File: src/design/scpu_pkg.sv
// ----------------------------------------------------------------------------
// scpu_pkg
// Shared types, codes, port decode and remap functions for the paging unit.
// ----------------------------------------------------------------------------
package scpu_pkg;

    // Access kinds
    localparam logic [1:0] MODE_MEM_READ = 2'd0;
    localparam logic [1:0] MODE_IO_READ  = 2'd1;
    localparam logic [1:0] MODE_IO_WRITE = 2'd2;
    localparam logic [1:0] MODE_NMI      = 2'd3;

    // Machine variants
    localparam logic [1:0] MT_48K     = 2'd0;
    localparam logic [1:0] MT_128K    = 2'd1;
    localparam logic [1:0] MT_1024K   = 2'd2;
    localparam logic [1:0] MT_LAYERED = 2'd3;

    // Configuration register indexes
    localparam logic [1:0] CFG_MACHINE_TYPE    = 2'd0;
    localparam logic [1:0] CFG_DISK_ROM_ENABLE = 2'd1;
    localparam logic [1:0] CFG_LAYER_MASK      = 2'd2;
    localparam logic [1:0] CFG_RESET_ROM       = 2'd3;

    // Configuration reset values
    localparam logic [1:0] MACHINE_TYPE_RST    = MT_128K;
    localparam logic       DISK_ROM_ENABLE_RST = 1'b1;
    localparam logic [1:0] LAYER_MASK_RST      = 2'd3;
    localparam logic [1:0] RESET_ROM_RST       = 2'd0;

    // Canonical ports
    localparam logic [15:0] PORT_MAIN      = 16'h7ffd;
    localparam logic [15:0] PORT_EXT_PLUS  = 16'h1ffd;
    localparam logic [15:0] PORT_EXT_1024  = 16'heff7;
    localparam logic [15:0] PORT_SND_REG   = 16'hfffd;
    localparam logic [15:0] PORT_SND_DATA  = 16'hbffd;
    localparam logic [7:0]  PORT_ULA_LOW   = 8'hfe;

    // Fetch and layer switch addresses
    localparam logic [7:0]  DISK_TRAP_HIGH   = 8'h3d;
    localparam logic [15:0] DISK_EXIT_LIMIT  = 16'h3fff;
    localparam logic [15:0] LAYER_SW_MASK    = 16'hfff3;
    localparam logic [15:0] LAYER_SW_MATCH   = 16'h0100;
    localparam logic [1:0]  ROM_LOW_LAYER_SW = 2'd2;
    localparam logic [7:0]  ROM_IS_RAM       = 8'hff;
    localparam logic [7:0]  ROM_DISK         = 8'h03;

    typedef struct packed {
        logic [1:0]  mode;
        logic [15:0] address;
        logic [7:0]  write_data;
        logic        opcode_fetch;
    } item_t;

    // Packed so that rom_page lands in the lowest bits
    typedef struct packed {
        logic [15:0] decoded_port;
        logic        turbo_clock;
        logic        hicolour_video;
        logic        tape_level;
        logic        beeper_level;
        logic [2:0]  border_colour;
        logic        screen_select;
        logic        disk_rom_active;
        logic [5:0]  ram_page;
        logic [7:0]  rom_page;
    } result_t;

    typedef struct packed {
        logic [1:0] index;
        logic [1:0] data;
    } cfg_write_t;

    typedef struct packed {
        logic [7:0] rom;
        logic [5:0] ram;
    } map_t;

    // Layer step table: row from address bits 3..2, column is current layer
    function automatic logic [1:0] layer_lookup(input logic [1:0] row, input logic [1:0] col);
        logic [1:0] r;
        case ({row, col})
            4'h0: r = 2'd0;  4'h1: r = 2'd1;  4'h2: r = 2'd2;  4'h3: r = 2'd3;
            4'h4: r = 2'd3;  4'h5: r = 2'd3;  4'h6: r = 2'd3;  4'h7: r = 2'd2;
            4'h8: r = 2'd2;  4'h9: r = 2'd2;  4'ha: r = 2'd0;  4'hb: r = 2'd1;
            4'hc: r = 2'd1;  4'hd: r = 2'd0;  4'he: r = 2'd1;  4'hf: r = 2'd0;
            default: r = 2'd0;
        endcase
        return r;
    endfunction

    // Fold partially decoded port addresses onto canonical ports
    function automatic logic [15:0] decode_port(input logic [1:0] mt, input logic [15:0] a);
        logic [15:0] p;
        p = a;
        case (mt)
            MT_48K:
            begin
                if (p[0] == 1'b0) p = {p[15:8], PORT_ULA_LOW};
                if ((p & 16'h0021) == 16'h0001) p = 16'h001f;
            end
            MT_128K:
            begin
                if ((p & 16'h8002) == 16'h0000) p = PORT_MAIN;
                if ((p & 16'hc002) == 16'h8000) p = PORT_SND_DATA;
                if ((p & 16'hc002) == 16'hc000) p = PORT_SND_REG;
                if ((p & 16'h05a1) == 16'h0081) p = 16'hfadf;
                if ((p & 16'h05a1) == 16'h0181) p = 16'hfbdf;
                if ((p & 16'h05a1) == 16'h0581) p = 16'hffdf;
                if ((p & 16'h0003) == 16'h0002) p = {p[15:8], PORT_ULA_LOW};
                if (p[7:0] == 8'h1f) p = 16'h001f;
            end
            MT_1024K:
            begin
                if ((p & 16'h8002) == 16'h0000) p = PORT_MAIN;
                if ((p & 16'hc002) == 16'h8000) p = PORT_SND_DATA;
                if ((p & 16'hc002) == 16'hc000) p = PORT_SND_REG;
                if ((p & 16'hf008) == 16'he000) p = PORT_EXT_1024;
                if ((p & 16'h0003) == 16'h0002) p = {p[15:8], PORT_ULA_LOW};
            end
            default:
            begin
                if ((p & 16'h0023) == 16'h0001) p = 16'h00dd;
                if ((p & 16'h0523) == 16'h0003) p = 16'hfadf;
                if ((p & 16'h0523) == 16'h0103) p = 16'hfbdf;
                if ((p & 16'h0523) == 16'h0503) p = 16'hffdf;
                if ((p & 16'hc023) == 16'h0021) p = PORT_EXT_PLUS;
                if ((p & 16'hc023) == 16'h4021) p = PORT_MAIN;
                if ((p & 16'hc023) == 16'h8021) p = PORT_SND_DATA;
                if ((p & 16'hc023) == 16'hc021) p = PORT_SND_REG;
                if ((p & 16'h0023) == 16'h0022) p = {p[15:8], PORT_ULA_LOW};
                if (p[7:0] == 8'h1f) p = 16'h001f;
            end
        endcase
        return p;
    endfunction

    // Work out ROM and RAM pages from the paging registers
    function automatic map_t remap(input logic [1:0] mt, input logic [7:0] p0,
                                   input logic [7:0] p1, input logic [1:0] layer,
                                   input logic disk);
        map_t m;
        logic [7:0] rp;
        case (mt)
            MT_48K:
            begin
                m.rom = disk ? ROM_DISK : 8'h01;
                m.ram = 6'd0;
            end
            MT_128K:
            begin
                m.rom = disk ? ROM_DISK : {7'd0, p0[4]};
                m.ram = {1'b0, p0[7:6], p0[2:0]};
            end
            MT_1024K:
            begin
                m.rom = disk ? ROM_DISK : (p1[3] ? ROM_IS_RAM : {7'd0, p0[4]});
                m.ram = p1[2] ? {3'd0, p0[2:0]} : {p0[5], p0[7:6], p0[2:0]};
            end
            default:
            begin
                if (p1[0])     rp = ROM_IS_RAM;
                else if (p1[1]) rp = 8'h02;
                else if (disk)  rp = ROM_DISK;
                else            rp = {7'd0, p0[4]};
                m.rom = rp | {4'd0, layer, 2'd0};
                m.ram = {p1[7:6], p1[4], p0[2:0]};
            end
        endcase
        return m;
    endfunction

endpackage

File: src/design/scpu_core.sv
// ----------------------------------------------------------------------------
// scpu_core
// Configuration and paging state, with the single-pass update for one access.
// ----------------------------------------------------------------------------
module scpu_core (
    input  logic                 clk,
    input  logic                 rst_n,
    input  logic                 cfg_we,
    input  scpu_pkg::cfg_write_t cfg,
    input  logic                 item_we,
    input  scpu_pkg::item_t      item,
    output scpu_pkg::result_t    result
);

    // Configuration
    logic [1:0] machine_type_reg;
    logic       disk_rom_enable_reg;
    logic [1:0] layer_mask_reg;

    // Paging state
    logic [7:0] main_paging_reg, main_paging_next;
    logic [7:0] ext_paging_reg,  ext_paging_next;
    logic [1:0] rom_layer_reg,   rom_layer_next;
    logic       locked_reg,      locked_next;
    logic       disk_reg,        disk_next;
    logic [7:0] mapped_rom_reg,  mapped_rom_next;
    logic [5:0] mapped_ram_reg,  mapped_ram_next;
    logic       screen_reg,      screen_next;
    logic [2:0] border_reg,      border_next;
    logic       beeper_reg,      beeper_next;
    logic       tape_reg,        tape_next;
    logic       video_reg,       video_next;
    logic       turbo_reg,       turbo_next;

    logic [15:0]      port;
    logic             remap_req;
    logic             main_lock_ext;
    logic             main_wr;
    scpu_pkg::map_t   new_map;

    // Configuration writes; the reset ROM select is not held in a register, so the
    // reset state always starts from its fixed reset value and a write to it
    // has nothing to act on
    always_ff @(posedge clk or negedge rst_n)
    begin
        if (!rst_n)
        begin
            machine_type_reg    <= scpu_pkg::MACHINE_TYPE_RST;
            disk_rom_enable_reg <= scpu_pkg::DISK_ROM_ENABLE_RST;
            layer_mask_reg      <= scpu_pkg::LAYER_MASK_RST;
        end
        else if (cfg_we)
        begin
            case (cfg.index)
                scpu_pkg::CFG_MACHINE_TYPE:    machine_type_reg    <= cfg.data;
                scpu_pkg::CFG_DISK_ROM_ENABLE: disk_rom_enable_reg <= cfg.data[0];
                scpu_pkg::CFG_LAYER_MASK:      layer_mask_reg      <= cfg.data;
                default: ;
            endcase
        end
    end

    // Work out the state after this access
    always_comb
    begin
        main_paging_next = main_paging_reg;
        ext_paging_next  = ext_paging_reg;
        rom_layer_next   = rom_layer_reg;
        locked_next      = locked_reg;
        disk_next        = disk_reg;
        screen_next      = screen_reg;
        border_next      = border_reg;
        beeper_next      = beeper_reg;
        tape_next        = tape_reg;
        video_next       = video_reg;
        turbo_next       = turbo_reg;
        port             = item.address;
        remap_req        = 1'b0;
        main_wr          = 1'b0;
        main_lock_ext    = 1'b0;

        case (item.mode)
            scpu_pkg::MODE_MEM_READ:
            begin
                // Step the ROM layer on a switch address
                if (machine_type_reg == scpu_pkg::MT_LAYERED &&
                    mapped_rom_reg[1:0] == scpu_pkg::ROM_LOW_LAYER_SW &&
                    (item.address & scpu_pkg::LAYER_SW_MASK) == scpu_pkg::LAYER_SW_MATCH)
                begin
                    rom_layer_next = scpu_pkg::layer_lookup(item.address[3:2], rom_layer_reg)
                                     & layer_mask_reg;
                    remap_req      = 1'b1;
                end
                // Disk ROM trap on fetches, then release above the ROM area
                if (item.opcode_fetch && disk_rom_enable_reg)
                begin
                    if (!disk_reg && item.address[15:8] == scpu_pkg::DISK_TRAP_HIGH &&
                        main_paging_reg[4])
                    begin
                        disk_next = 1'b1;
                        remap_req = 1'b1;
                    end
                    if (disk_next && item.address > scpu_pkg::DISK_EXIT_LIMIT)
                    begin
                        disk_next = 1'b0;
                        remap_req = 1'b1;
                    end
                end
            end
            scpu_pkg::MODE_IO_READ:
            begin
                port = scpu_pkg::decode_port(machine_type_reg, item.address);
                if (machine_type_reg == scpu_pkg::MT_LAYERED)
                begin
                    if (port == scpu_pkg::PORT_MAIN)          turbo_next = 1'b1;
                    else if (port == scpu_pkg::PORT_EXT_PLUS) turbo_next = 1'b0;
                end
            end
            scpu_pkg::MODE_IO_WRITE:
            begin
                port = scpu_pkg::decode_port(machine_type_reg, item.address);
                if (port == scpu_pkg::PORT_SND_REG || port == scpu_pkg::PORT_SND_DATA)
                begin
                    // sound chip: nothing to hold
                end
                else if (port[7:0] == scpu_pkg::PORT_ULA_LOW)
                begin
                    border_next = item.write_data[2:0];
                    beeper_next = item.write_data[4];
                    tape_next   = item.write_data[3];
                end
                else if (machine_type_reg == scpu_pkg::MT_128K)
                begin
                    main_wr = (port == scpu_pkg::PORT_MAIN);
                end
                else if (machine_type_reg == scpu_pkg::MT_1024K)
                begin
                    if (port == scpu_pkg::PORT_MAIN)
                    begin
                        main_wr       = 1'b1;
                        main_lock_ext = 1'b1;
                    end
                    else if (port == scpu_pkg::PORT_EXT_1024)
                    begin
                        ext_paging_next = item.write_data;
                        video_next      = item.write_data[0];
                        turbo_next      = item.write_data[4];
                        remap_req       = 1'b1;
                    end
                end
                else if (machine_type_reg == scpu_pkg::MT_LAYERED)
                begin
                    if (port == scpu_pkg::PORT_MAIN)
                    begin
                        main_wr = 1'b1;
                    end
                    else if (port == scpu_pkg::PORT_EXT_PLUS)
                    begin
                        ext_paging_next = item.write_data;
                        remap_req       = 1'b1;
                    end
                end

                // Main paging port, dropped while locked
                if (main_wr && !locked_reg)
                begin
                    main_paging_next = item.write_data;
                    screen_next      = item.write_data[3];
                    locked_next      = main_lock_ext ? (ext_paging_reg[2] & item.write_data[5])
                                                     : item.write_data[5];
                    remap_req        = 1'b1;
                end
            end
            default:
            begin
                // NMI pages the disk ROM in unconditionally
                disk_next = 1'b1;
                remap_req = 1'b1;
            end
        endcase

        new_map = scpu_pkg::remap(machine_type_reg, main_paging_next, ext_paging_next,
                                  rom_layer_next, disk_next);
        mapped_rom_next = remap_req ? new_map.rom : mapped_rom_reg;
        mapped_ram_next = remap_req ? new_map.ram : mapped_ram_reg;
    end

    // Hold the paging state, advance on each accepted access
    always_ff @(posedge clk or negedge rst_n)
    begin
        if (!rst_n)
        begin
            main_paging_reg <= {3'd0, scpu_pkg::RESET_ROM_RST[0], 4'd0};
            ext_paging_reg  <= 8'd0;
            rom_layer_reg   <= 2'd0;
            locked_reg      <= 1'b0;
            disk_reg        <= (scpu_pkg::RESET_ROM_RST == 2'd3);
            mapped_rom_reg  <= {6'd0, scpu_pkg::RESET_ROM_RST};
            mapped_ram_reg  <= 6'd0;
            screen_reg      <= 1'b0;
            border_reg      <= 3'd0;
            beeper_reg      <= 1'b0;
            tape_reg        <= 1'b0;
            video_reg       <= 1'b0;
            turbo_reg       <= 1'b0;
        end
        else if (item_we)
        begin
            main_paging_reg <= main_paging_next;
            ext_paging_reg  <= ext_paging_next;
            rom_layer_reg   <= rom_layer_next;
            locked_reg      <= locked_next;
            disk_reg        <= disk_next;
            mapped_rom_reg  <= mapped_rom_next;
            mapped_ram_reg  <= mapped_ram_next;
            screen_reg      <= screen_next;
            border_reg      <= border_next;
            beeper_reg      <= beeper_next;
            tape_reg        <= tape_next;
            video_reg       <= video_next;
            turbo_reg       <= turbo_next;
        end
    end

    // Result reflects the state after the access
    always_comb
    begin
        result.rom_page        = mapped_rom_next;
        result.ram_page        = mapped_ram_next;
        result.disk_rom_active = disk_next;
        result.screen_select   = screen_next;
        result.border_colour   = border_next;
        result.beeper_level    = beeper_next;
        result.tape_level      = tape_next;
        result.hicolour_video  = video_next;
        result.turbo_clock     = turbo_next;
        result.decoded_port    = port;
    end

`ifndef SYNTHESIS
    // The paging lock is released by reset only
    a_lock_sticky: assert property (@(posedge clk) disable iff (!rst_n)
        !$fell(locked_reg))
        else $error("paging lock released without reset");

    // The ROM layer moves only on a memory read on the layered variant
    a_layer_source: assert property (@(posedge clk) disable iff (!rst_n)
        !$stable(rom_layer_reg) |-> $past(item_we && item.mode == scpu_pkg::MODE_MEM_READ &&
                                          machine_type_reg == scpu_pkg::MT_LAYERED))
        else $error("ROM layer changed outside a layer switch");
`endif

endmodule

File: src/design/spectrum_clone_paging_unit.sv
// ----------------------------------------------------------------------------
// spectrum_clone_paging_unit
// Paging and port decode unit: one bus access in, one paging snapshot out.
// ----------------------------------------------------------------------------
// Throughput: one access per cycle while no skid entry is held; the paging
// update is a single combinational pass into the state and result registers.
// A two-entry output stage keeps input transfers going while a result waits.
// Reset (rst_n, asynchronous, active low) clears the handshake state and puts
// configuration and paging registers at their reset values at once.
module spectrum_clone_paging_unit (
    input  logic        clk,
    input  logic        rst_n,
    // Access stream
    input  logic        s_tvalid,
    output logic        s_tready,
    input  logic [23:0] s_tdata,   // [15:0] address, [23:16] write_data
    input  logic [2:0]  s_tuser,   // [1:0] mode, [2] opcode_fetch
    // Result stream
    output logic        m_tvalid,
    input  logic        m_tready,
    output logic [39:0] m_tdata,   // [7:0] rom_page, [13:8] ram_page,
                                   // [14] disk_rom_active, [15] screen_select,
                                   // [18:16] border_colour, [19] beeper_level,
                                   // [20] tape_level, [21] hicolour_video,
                                   // [22] turbo_clock, [38:23] decoded_port
    // Configuration writes
    input  logic        cfg_valid,
    output logic        cfg_ready,
    input  logic [1:0]  cfg_index,
    input  logic [1:0]  cfg_data
);

    scpu_pkg::item_t      item;
    scpu_pkg::cfg_write_t cfg;
    scpu_pkg::result_t    result;
    scpu_pkg::result_t    out_reg;
    scpu_pkg::result_t    skid_reg;
    logic                 out_valid_reg;
    logic                 skid_valid_reg;
    logic                 in_xfer;
    logic                 cfg_xfer;

    // Unpack the access
    assign item.mode         = s_tuser[1:0];
    assign item.opcode_fetch = s_tuser[2];
    assign item.address      = s_tdata[15:0];
    assign item.write_data   = s_tdata[23:16];

    assign cfg.index = cfg_index;
    assign cfg.data  = cfg_data;

    assign cfg_ready = 1'b1;
    assign cfg_xfer  = cfg_valid & cfg_ready;
    assign s_tready  = !skid_valid_reg;
    assign in_xfer   = s_tvalid & s_tready;

    scpu_core u_core (
        .clk     (clk),
        .rst_n   (rst_n),
        .cfg_we  (cfg_xfer),
        .cfg     (cfg),
        .item_we (in_xfer),
        .item    (item),
        .result  (result)
    );

    // Output register and skid entry: control
    always_ff @(posedge clk or negedge rst_n)
    begin
        if (!rst_n)
        begin
            out_valid_reg  <= 1'b0;
            skid_valid_reg <= 1'b0;
        end
        else if (!out_valid_reg || m_tready)
        begin
            if (skid_valid_reg)
            begin
                out_valid_reg  <= 1'b1;
                skid_valid_reg <= in_xfer;
            end
            else
            begin
                out_valid_reg <= in_xfer;
            end
        end
        else if (in_xfer)
        begin
            skid_valid_reg <= 1'b1;
        end
    end

    // Output register and skid entry: payload
    always_ff @(posedge clk)
    begin
        if (!out_valid_reg || m_tready)
        begin
            if (skid_valid_reg)
            begin
                out_reg <= skid_reg;
                if (in_xfer)
                begin
                    skid_reg <= result;
                end
            end
            else if (in_xfer)
            begin
                out_reg <= result;
            end
        end
        else if (in_xfer)
        begin
            skid_reg <= result;
        end
    end

    assign m_tvalid = out_valid_reg;
    assign m_tdata  = {1'b0, out_reg};

`ifndef SYNTHESIS
    // A waiting skid entry always sits behind a valid output
    a_skid_behind_out: assert property (@(posedge clk) disable iff (!rst_n)
        skid_valid_reg |-> out_valid_reg)
        else $error("skid entry held with no output result");

    // Every transfer in is followed by a valid output on the next cycle
    a_result_follows: assert property (@(posedge clk) disable iff (!rst_n)
        in_xfer |=> m_tvalid)
        else $error("accepted access produced no result");

    // A drained output is refilled from the skid entry
    a_skid_refill: assert property (@(posedge clk) disable iff (!rst_n)
        (skid_valid_reg && m_tready) |=> m_tvalid)
        else $error("skid entry lost after output transfer");
`endif

endmodule
File: config.mk
export PLATFORM = sky130hd
export DESIGN_NAME = spectrum_clone_paging_unit
export DESIGN_NICKNAME = d
export VERILOG_FILES = /design/src/design/scpu_pkg.sv /design/src/design/scpu_core.sv /design/src/design/spectrum_clone_paging_unit.sv
export SDC_FILE = /design/constraint.sdc
export NUM_CORES = 1
export LEC_CHECK = 0
export BUFFER_PORTS_ARGS = -buffer_cell sky130_fd_sc_hd__buf_2
export CAP_MARGIN = 20
export CORE_ASPECT_RATIO = 1.75
export CORE_MARGIN = 1.5
export CORE_UTILIZATION = 50
export CTS_BUF_LIST = sky130_fd_sc_hd__clkbuf_4
export DETAILED_ROUTE_END_ITERATION = 6
export PLACE_DENSITY = 0.7
export SYNTH_ARGS = -nofsm -noshare
export SYNTH_HDL_FRONTEND = slang
export SYNTH_HIERARCHICAL = 1
export SYNTH_SLANG_ARGS = --single-unit
export TNS_END_PERCENT = 30
File: constraint.sdc
create_clock -name clk -period 12.7 [get_ports clk]
set_input_delay 0.635 -clock clk [delete_from_list [all_inputs] [get_ports clk]]
set_output_delay 0.635 -clock clk [all_outputs]
set_load 0.01 [all_outputs]
* Word-level counts from Yosys, hierarchy flattened *
Memories as Yosys holds them, arrays and structs flattened.
Index checks and enable logic that the tools add are counted.
Widths: inputs -> output; s select.

cells by class
  $lt $le $gt $ge = 1
  reductions and logical operators = 29
  mux-type cells = 228
  equality and inequality tests = 63
  bitwise gates (word level) = 8

operator list
  kind                  number
  $mux 16               120
  $mux 8                25
  $mux 39               5
  $pmux 16 s3           2
  $mux 1                60
  $eq 5x5->1 const B    10
  $eq 16x16->1 const B  3
  $pmux 14 s3           1
  $eq 16x13->1 const B  2
  $eq 16x15->1 const B  2
  $eq 8x5->1 const B    4
  $pmux 16 s2           1
  $eq 3x3->1 const B    10
  $eq 5x4->1 const B    6
  $eq 5x3->1 const B    4
  $eq 2x2->1 const B    9
  $gt 16x14->1 const B  1
  $logic_not 16->1      1
  $eq 14x7->1 const B   1
  $mux 2                6
  $mux 6                2
  $eq 2x1->1 const B    5
  $eq 5x2->1 const B    2
  $mux 3                3
  other kinds (20)      44

storage, ports and cells
  input bits = 36
  word-level logic and storage cells = 370
  register bits = 127
  bits in read-only memories = 32
  output and inout port bits = 43
  memories = 1

memories
  name              words  width  rd ports  clocked after Yosys merged registers in  wr ports  line            RTL
  (name not given)  16     2      1         0                                        0         scpu_pkg.sv:82  case ({row, col})

* Logic depth before layout (Yosys ltp) *
Gate-level depths: netlist of the first run.

  word-level depth = 61
  depth in mapped cells = 13

* Cells and area by module *
Netlist of the first run, hierarchy kept.

by module, submodules not included
  module                      times used  cells each  area an instance (um^2)
  scpu_core                   1           423         3789.9
  spectrum_clone_paging_unit  1           136         3120.5

* Least setup slack after synthesis of the first run *
Ideal clock, no wire load.

  path kind = in2reg
  start = input m_tready
  end = register skid_reg[0] in the netlist's numbering, enable pin
  setup slack = 8.488 ns
  cell stages on the path = 2
  required time = 12.208 ns
  data arrival time = 3.720 ns
  path through = nand2b_1 nor3b_1

on the way
  word-level cells in the longest chain between the ends = 2

ends and longest elaborated chain
  element                 line                               RTL
  start: declaration      spectrum_clone_paging_unit.sv:20   input logic m_tready,
  $logic_or 1x1->1        spectrum_clone_paging_unit.sv:96   if (!out_valid_reg || m_tready)
  $ne 2x2->1 (no line)    --
  end signal: assignment  spectrum_clone_paging_unit.sv:103  skid_reg <= result;
  end signal: assignment  spectrum_clone_paging_unit.sv:113  skid_reg <= result;
  end: declaration        spectrum_clone_paging_unit.sv:37   scpu_pkg::result_t skid_reg;

Every way passes these cells.
A chain may end at the register's enable or synchronous reset.

==> results of run 1 <==
==> cell usage after synthesis, types with 4 or more instances <==
library cell,n
dfrtp_1,43
nand3_1,6
nor4_1,5
edfxtp_1,78
mux2_4,46
inv_1,20
a21o_1,9
mux2_2,42
buf_4,10
nor2_1,28
nor3_1,10
ha_1,4
nor2b_1,10
mux2i_1,14
dfstp_2,4
o211ai_1,5
buf_2,11
o21ai_0,24
a211oi_1,5
nand2b_1,5
o2111ai_1,4
nand2_1,35
nand4_1,5
a22oi_1,4
nor3b_1,6
o21a_1,4
a21oi_1,24
a31oi_1,10
o22ai_1,8
clkbuf_1,9
==> layout make-up <==
| type | count | area (um2) | area share, % |
|---|---|---|---|
| Timing Repair Buffer | 83 | 453 | 5.95 |
| Clock inverter | 15 | 146 | 1.92 |
| Inverter | 21 | 78.8 | 1.04 |
| Clock buffer | 17 | 128 | 1.68 |
| Sequential cell | 125 | 3520 | 46.3 |
| Tap cell | 174 | 218 | 2.86 |
| Antenna cell | 1 | 2.50 | 0.0329 |
| Multi-Input combinational cell | 375 | 3060 | 40.2 |
==> critical path, cell delays in order (launching register included) <==
cell	delay, ns
dfrtp_1	0.81
nand2_1	0.58
nor2_1	0.29
a31oi_1	0.08
o21ai_0	0.66
a21oi_2	0.29
o211ai_1	0.46
o21ai_0	0.28
mux2_2	0.34
mux2_4	0.26
==> final timing paths <==
kind	to	cells after the start	slack (ns)
max	m_tdata[2]$_DFFE_PP_	9	8.38
min in group clk	u_core/machine_type_reg[1]$_DFFE_PN0P_	3	0.34
min	u_core/mapped_ram_reg[5]$_DFFE_PN0P_	2	0.19
max in group asynchronous	skid_valid_reg$_DFFE_PN0P_	2	12.05
min reg2reg	u_core/locked_reg$_DFFE_PN0P_	1	0.50
max reg2reg	m_tdata[2]$_DFFE_PP_	9	8.38
==> through the flow <==
| stage | area, um2 | setup slack (ns) | hold WS, ns | util, % | power [mW] |
|---|---|---|---|---|---|
| 6_report | 7610 | 8.38 | 0.189 | 56.6 | 0.999 |
| 5_1_grt | 7610 | 8.28 | 0.189 | 56.6 | 1.04 |
| 4_1_cts | 7580 | 8.52 | 0.161 | 56.3 | 1.00 |
| 3_5_place_dp | 7300 | 8.35 | 0.467 | 54.3 | 0.738 |
| 3_3_place_gp | 7300 | 8.44 | 0.457 | 54.3 | 0.732 |
| 2_1_floorplan | 6910 | 8.49 | 0.339 | - | 0.673 |
==> per-layer routing <==
metal	up-vias	wire [um]	GRT usage (%)	share of wire, %
li1	2247	-	-	-
met2	190	8930	42.4	52
met3	47	744	3.96	4.3
met5	-	0	0	0
met1	2489	6850	28.1	40
met4	0	770	13.6	4.5
==> cells by family after synthesis <==
kind of cell             Yosys count  share of synthesized area, %
flip-flops                       125                          51.0
adder cells (fa/ha/maj)            4                         0.724
other                              2                         0.109
AND/OR/NAND/NOR                  132                          10.1
AO/OA/AOI/OAI                    132                          13.5
buffers and inverters             59                          5.03
multiplexers                     104                          19.4
XOR/XNOR                           1                         0.127
==> power groups by stage <==
stage / Clock, mW / Combinational, mW / Sequential, mW
6_report: 0.265 / 0.227 / 0.507
5_1_grt: 0.290 / 0.242 / 0.512
4_1_cts: 0.274 / 0.223 / 0.507
3_5_place_dp: 0 / 0.222 / 0.516
3_3_place_gp: 0 / 0.218 / 0.514
2_1_floorplan: 0 / 0.159 / 0.514
==> results.sh, run 1 <==
export IMPL_finalClockSkew_ns=0.0227
export IMPL_post_route_cells_drive_above_1_share_pct=36.5
export IMPL_postSynth_asyncResetShare_pct=37.6
export IMPL_power_per_cell_area_mw_per_mm2=131
export IMPL_ant_nets=0
export IMPL_timing_max_cap_violations=0
export IMPL_post_synth_top_area_cell="edfxtp_1"
export IMPL_placed_cells=777
export IMPL_flow_area_growth_from_synthesis_pct=10.1
export IMPL_min_period_ns=4.32
export IMPL_die_area_mm2=0.0146
export IMPL_cts_made_buffers=17
export IMPL_path_class="register to register"
export IMPL_hold_buffers=0
export IMPL_sw_frac_of_total_pct=32.8
export IMPL_synth_sequential_area_ratio_pct=51.0
export IMPL_global_route_usage_total_pct=24.2
export IMPL_layoutNonFillerInstCount=811
export IMPL_totalNegativeSetupSlack_ns=0
export IMPL_number_of_global_route_vias_before_repair=4944
export IMPL_place_gp_congestion=0.960
export IMPL_mostFrequentLayoutCells="edfxtp_1 (78), buf_2 (76), mux2_4 (46)"
export IMPL_cp_startpoint="u_core/machine_type_reg[1]$_DFFE_PN0P_"
export IMPL_antenna_violations_before_repair=1
export IMPL_via_density=6.13
export IMPL_tightest_slew_ns=0.783
export IMPL_portion_of_total_power_attributed_to_combinational_logic_pct=22.7
export IMPL_seq_power_share_pct=50.8
export IMPL_synth_warnings=6
export IMPL_grt_start_max_net_pins=48
export IMPL_route_detailed_drc=0
export IMPL_fp_coreArea_mm2=0.0135
export IMPL_postSynthNetCount=599
export IMPL_io_buffer_count=76
export IMPL_cts_sinks=125
export IMPL_drt_iter0_markers=286
export IMPL_io_pins=79
export IMPL_synthesis_instances=559
export IMPL_cts_root_buffer_cell="clkbuf_4"
export IMPL_cp_data_required_time_ns=12.97
export IMPL_grt_pass1_wl_um=26500
export IMPL_startpoint_class="register"
export IMPL_wire_per_inst_um=21.3
export IMPL_initial_core_util_pct=51.4
export IMPL_reg2reg_from="u_core/machine_type_reg[1]$_DFFE_PN0P_"
export IMPL_endpoint_class_of_the_critical_path="register"
export IMPL_power_static_leakage_nw=3.18
export IMPL_path_max_fanout=18
export IMPL_postSynthAreaPerCell_um2=12.4
export IMPL_netlist_cell_type_count=79
export IMPL_post_synth_instance_area_mm2=0.00691
export IMPL_fmaxAchievable_ghz=0.232
export IMPL_cts_tree="built"
export IMPL_synth_flop_cell="edfxtp_1"
export IMPL_worst_ir_drop_vdd_v=0.0000739
export IMPL_clk_pin_slew_ns=0.14
export IMPL_drt_wl_total_um=17300
export IMPL_final_min_period_over_clock_period_pct=34.0
export IMPL_worst_slew_margin_rel_pct=47.2
export IMPL_mostFrequentLayoutCell="edfxtp_1"
export IMPL_post_detail_place_hpwl_um=12600
export IMPL_synth_seq_cells=125
export IMPL_placement_rows=56
export IMPL_p_int_mw=0.672
export IMPL_grt_remaining_overflow=0
export IMPL_post_cts_sizing_count=0
export IMPL_detailedRoute_firstPassIterationCount=4
export IMPL_synth_area_leaders="edfxtp_1 (34%), dfrtp_1 (16%), mux2_4 (10%)"
export IMPL_share_clk_of_total_power_pct=26.5
export IMPL_die_h_um=159
export IMPL_setup_viol=0
export IMPL_vias=4973
export IMPL_clk_path_buf_depth=2
export IMPL_fp_dieW_um=91.9
export IMPL_p_switching_mw=0.328
export IMPL_layout_filler_cells=1157
export IMPL_grt_setup_unrepaired="no"
export IMPL_cts_post_setup_buffers_inserted=0
export IMPL_design_final_nets=663
export IMPL_holdCritPathClass="input pin to asynchronous set/reset pin"
export IMPL_worstPathArrival_ns=4.59
export IMPL_clock_insertion_delay_worst_skew_ns=0.53
export IMPL_drv_slew=0
export IMPL_timing_hold_violations_final=0
export IMPL_status="completed"
export IMPL_number_of_flops_mapped_to_enable_cells_by_yosys=78
export IMPL_clock_tree_htree_level_count=4
export IMPL_yosys_area_top_type_share_pct=33.9
Power figures use the tool's default switching activity.
==> inputs of run 2 (changes only) <==
Clock period 12.7 ns to 4.2 ns, I/O delays scaled along.
==> run 2 against run 1 <==
  * Sequential cell count is the same
  * Fmax grew 11%
  * Highest routed layer unchanged
  * Critical path depth increased by 2
==> results.sh, run 2 (synthesis results as in run 1) <==
export IMPL_status="completed"
export IMPL_totalNegativeSetupSlack_ns=0
export IMPL_layoutNonFillerInstCount=847
export IMPL_global_route_usage_total_pct=26.3
export IMPL_detailedRoute_firstPassIterationCount=5
export IMPL_initial_core_util_pct=51.4
export IMPL_grt_start_max_net_pins=48
export IMPL_fp_coreArea_mm2=0.0135
export IMPL_grt_setup_unrepaired="no"
export IMPL_route_detailed_drc=0
export IMPL_holdCritPathClass="input pin to register"
export IMPL_via_density=5.97
export IMPL_placed_cells=798
export IMPL_path_max_fanout=16
export IMPL_startpoint_class="register"
export IMPL_portion_of_total_power_attributed_to_combinational_logic_pct=23.8
export IMPL_die_area_mm2=0.0146
export IMPL_timing_hold_violations_final=0
export IMPL_endpoint_class_of_the_critical_path="register"
export IMPL_design_area_final_mm2=0.00793
export IMPL_die_h_um=159
export IMPL_drt_wl_total_um=18500
export IMPL_post_cts_sizing_count=0
export IMPL_place_gp_congestion=0.942
export IMPL_share_clk_of_total_power_pct=26.9
export IMPL_dpl_instance_area_mm2=0.00746
export IMPL_cts_root_buffer_cell="clkbuf_4"
export IMPL_drv_slew=0
export IMPL_clk_path_buf_depth=2
export IMPL_cts_made_buffers=17
export IMPL_tightest_slew_ns=0.812
export IMPL_clk_pin_slew_ns=0.15
export IMPL_cp_data_required_time_ns=4.51
export IMPL_power_per_cell_area_mw_per_mm2=391
export IMPL_fin_hold_ws_ns=0.0541
export IMPL_worst_slew_margin_rel_pct=45.4
export IMPL_p_switching_mw=1.02
export IMPL_placement_rows=56
export IMPL_clock_tree_htree_level_count=4
export IMPL_fmaxAchievable_ghz=0.258
export IMPL_mostFrequentLayoutCell="edfxtp_1"
export IMPL_power_static_leakage_nw=3.35
export IMPL_timing_max_cap_violations=0
export IMPL_grt_pass1_wl_um=28600
export IMPL_setup_viol=0
export IMPL_antenna_violations_before_repair=1
export IMPL_drt_iter0_markers=352
export IMPL_grt_remaining_overflow=0
export IMPL_ant_nets=0
export IMPL_final_min_period_over_clock_period_pct=92.2
export IMPL_worst_ir_drop_vdd_v=0.000230
export IMPL_path_class="register to register"
export IMPL_mostFrequentLayoutCells="edfxtp_1 (78), buf_2 (76), mux2_4 (46)"
export IMPL_cts_sinks=125
export IMPL_vias=5059
export IMPL_wire_per_inst_um=21.9
export IMPL_min_period_ns=3.87
export IMPL_worstPathArrival_ns=4.18
export IMPL_seq_power_share_pct=49.3
export IMPL_number_of_global_route_vias_before_repair=5232
export IMPL_cts_tree="built"
export IMPL_flow_area_growth_from_synthesis_pct=14.7
export IMPL_post_detail_place_hpwl_um=13600
export IMPL_finalClockSkew_ns=0.0290
export IMPL_clock_insertion_delay_worst_skew_ns=0.54
export IMPL_io_pins=79
export IMPL_sw_frac_of_total_pct=33.1
export IMPL_post_route_cells_drive_above_1_share_pct=37.6
export IMPL_layout_filler_cells=1154
export IMPL_p_int_mw=2.07
export IMPL_design_final_nets=699
export IMPL_io_buffer_count=76
export IMPL_fp_dieW_um=91.9
## run 2: final cells by class
class	instances	area, um2	area share [%]
diodes	1	2.50	0.0316
inverters	21	78.8	0.994
repair buffers	119	753	9.50
well taps	174	218	2.75
flip-flops and latches	125	3520	44.5
clock buffers	17	128	1.61
multi-input cells	375	3060	38.6
clock inverters	15	165	2.08
## run 2: metal layers
layer  up-vias  part of all wire (%)  wire [um]  track usage [%]
met4         0                   2.4        443             11.2
met3        32                   4.1        753             4.54
li1       2319                     -          -                -
met2       186                    53       9890             47.0
met5         -                     0          0                0
met1      2522                    40       7430             30.8
## run 2: path summary, 6_finish.rpt
check / end / startpoint / cells past startpoint / slack (ns)
hold / removal: u_core/ext_paging_reg[3]$_DFFE_PN0P_ / s_tdata[19] / 3 / 0.05
hold reg to reg: u_core/mapped_rom_reg[4]$_DFFE_PN0P_ / u_core/mapped_rom_reg[4]$_DFFE_PN0P_ / 1 / 0.50
setup reg to reg: m_tdata[11]$_DFFE_PP_ / u_core/machine_type_reg[0]$_DFFE_PN1P_ / 11 / 0.33
setup / recovery: m_tdata[11]$_DFFE_PP_ / u_core/machine_type_reg[0]$_DFFE_PN1P_ / 11 / 0.33
max in group asynchronous: skid_valid_reg$_DFFE_PN0P_ / rst_n / 3 / 3.46
min in group asynchronous: u_core/machine_type_reg[1]$_DFFE_PN0P_ / rst_n / 3 / 0.28
## run 2: critical path: stages, from the launching register on
cell and delay [ns]:
dfstp_2 0.74, buf_4 0.23, and2_1 0.16, o41ai_1 0.12, a211oi_1 0.37, o221ai_1 0.23
nor4_2 0.54, buf_4 0.30, mux2i_1 0.22, o22ai_1 0.13, mux2_2 0.31, mux2_4 0.27
## run 2: power by group through the flow
stage	clock [mW]	sequential [mW]	combinational, mW
6_report	0.833	1.53	0.738
5_1_grt	0.906	1.54	0.792
4_1_cts	0.855	1.53	0.728
3_5_place_dp	0	1.55	0.714
3_3_place_gp	0	1.55	0.705
2_1_floorplan	0	1.56	0.479
## run 2: through the flow
stage | power, mW | setup slack, ns | utilization [%]
after global placement | 2.25 | 0.396 | 55.5
after CTS | 3.11 | 0.412 | 58.6
after global routing | 3.24 | 0.228 | 58.9
final | 3.10 | 0.326 | 58.9
after floorplan | 2.04 | 0.174 | -
after detailed placement | 2.27 | 0.426 | 55.5
## run 2: repair_timing
| item | CTS | global route |
|---|---|---|
| buffers inserted | 0 | 0 |
| endpoints found under the hold margin | 58 | 3 |
| hold buffers | 13 | 2 |
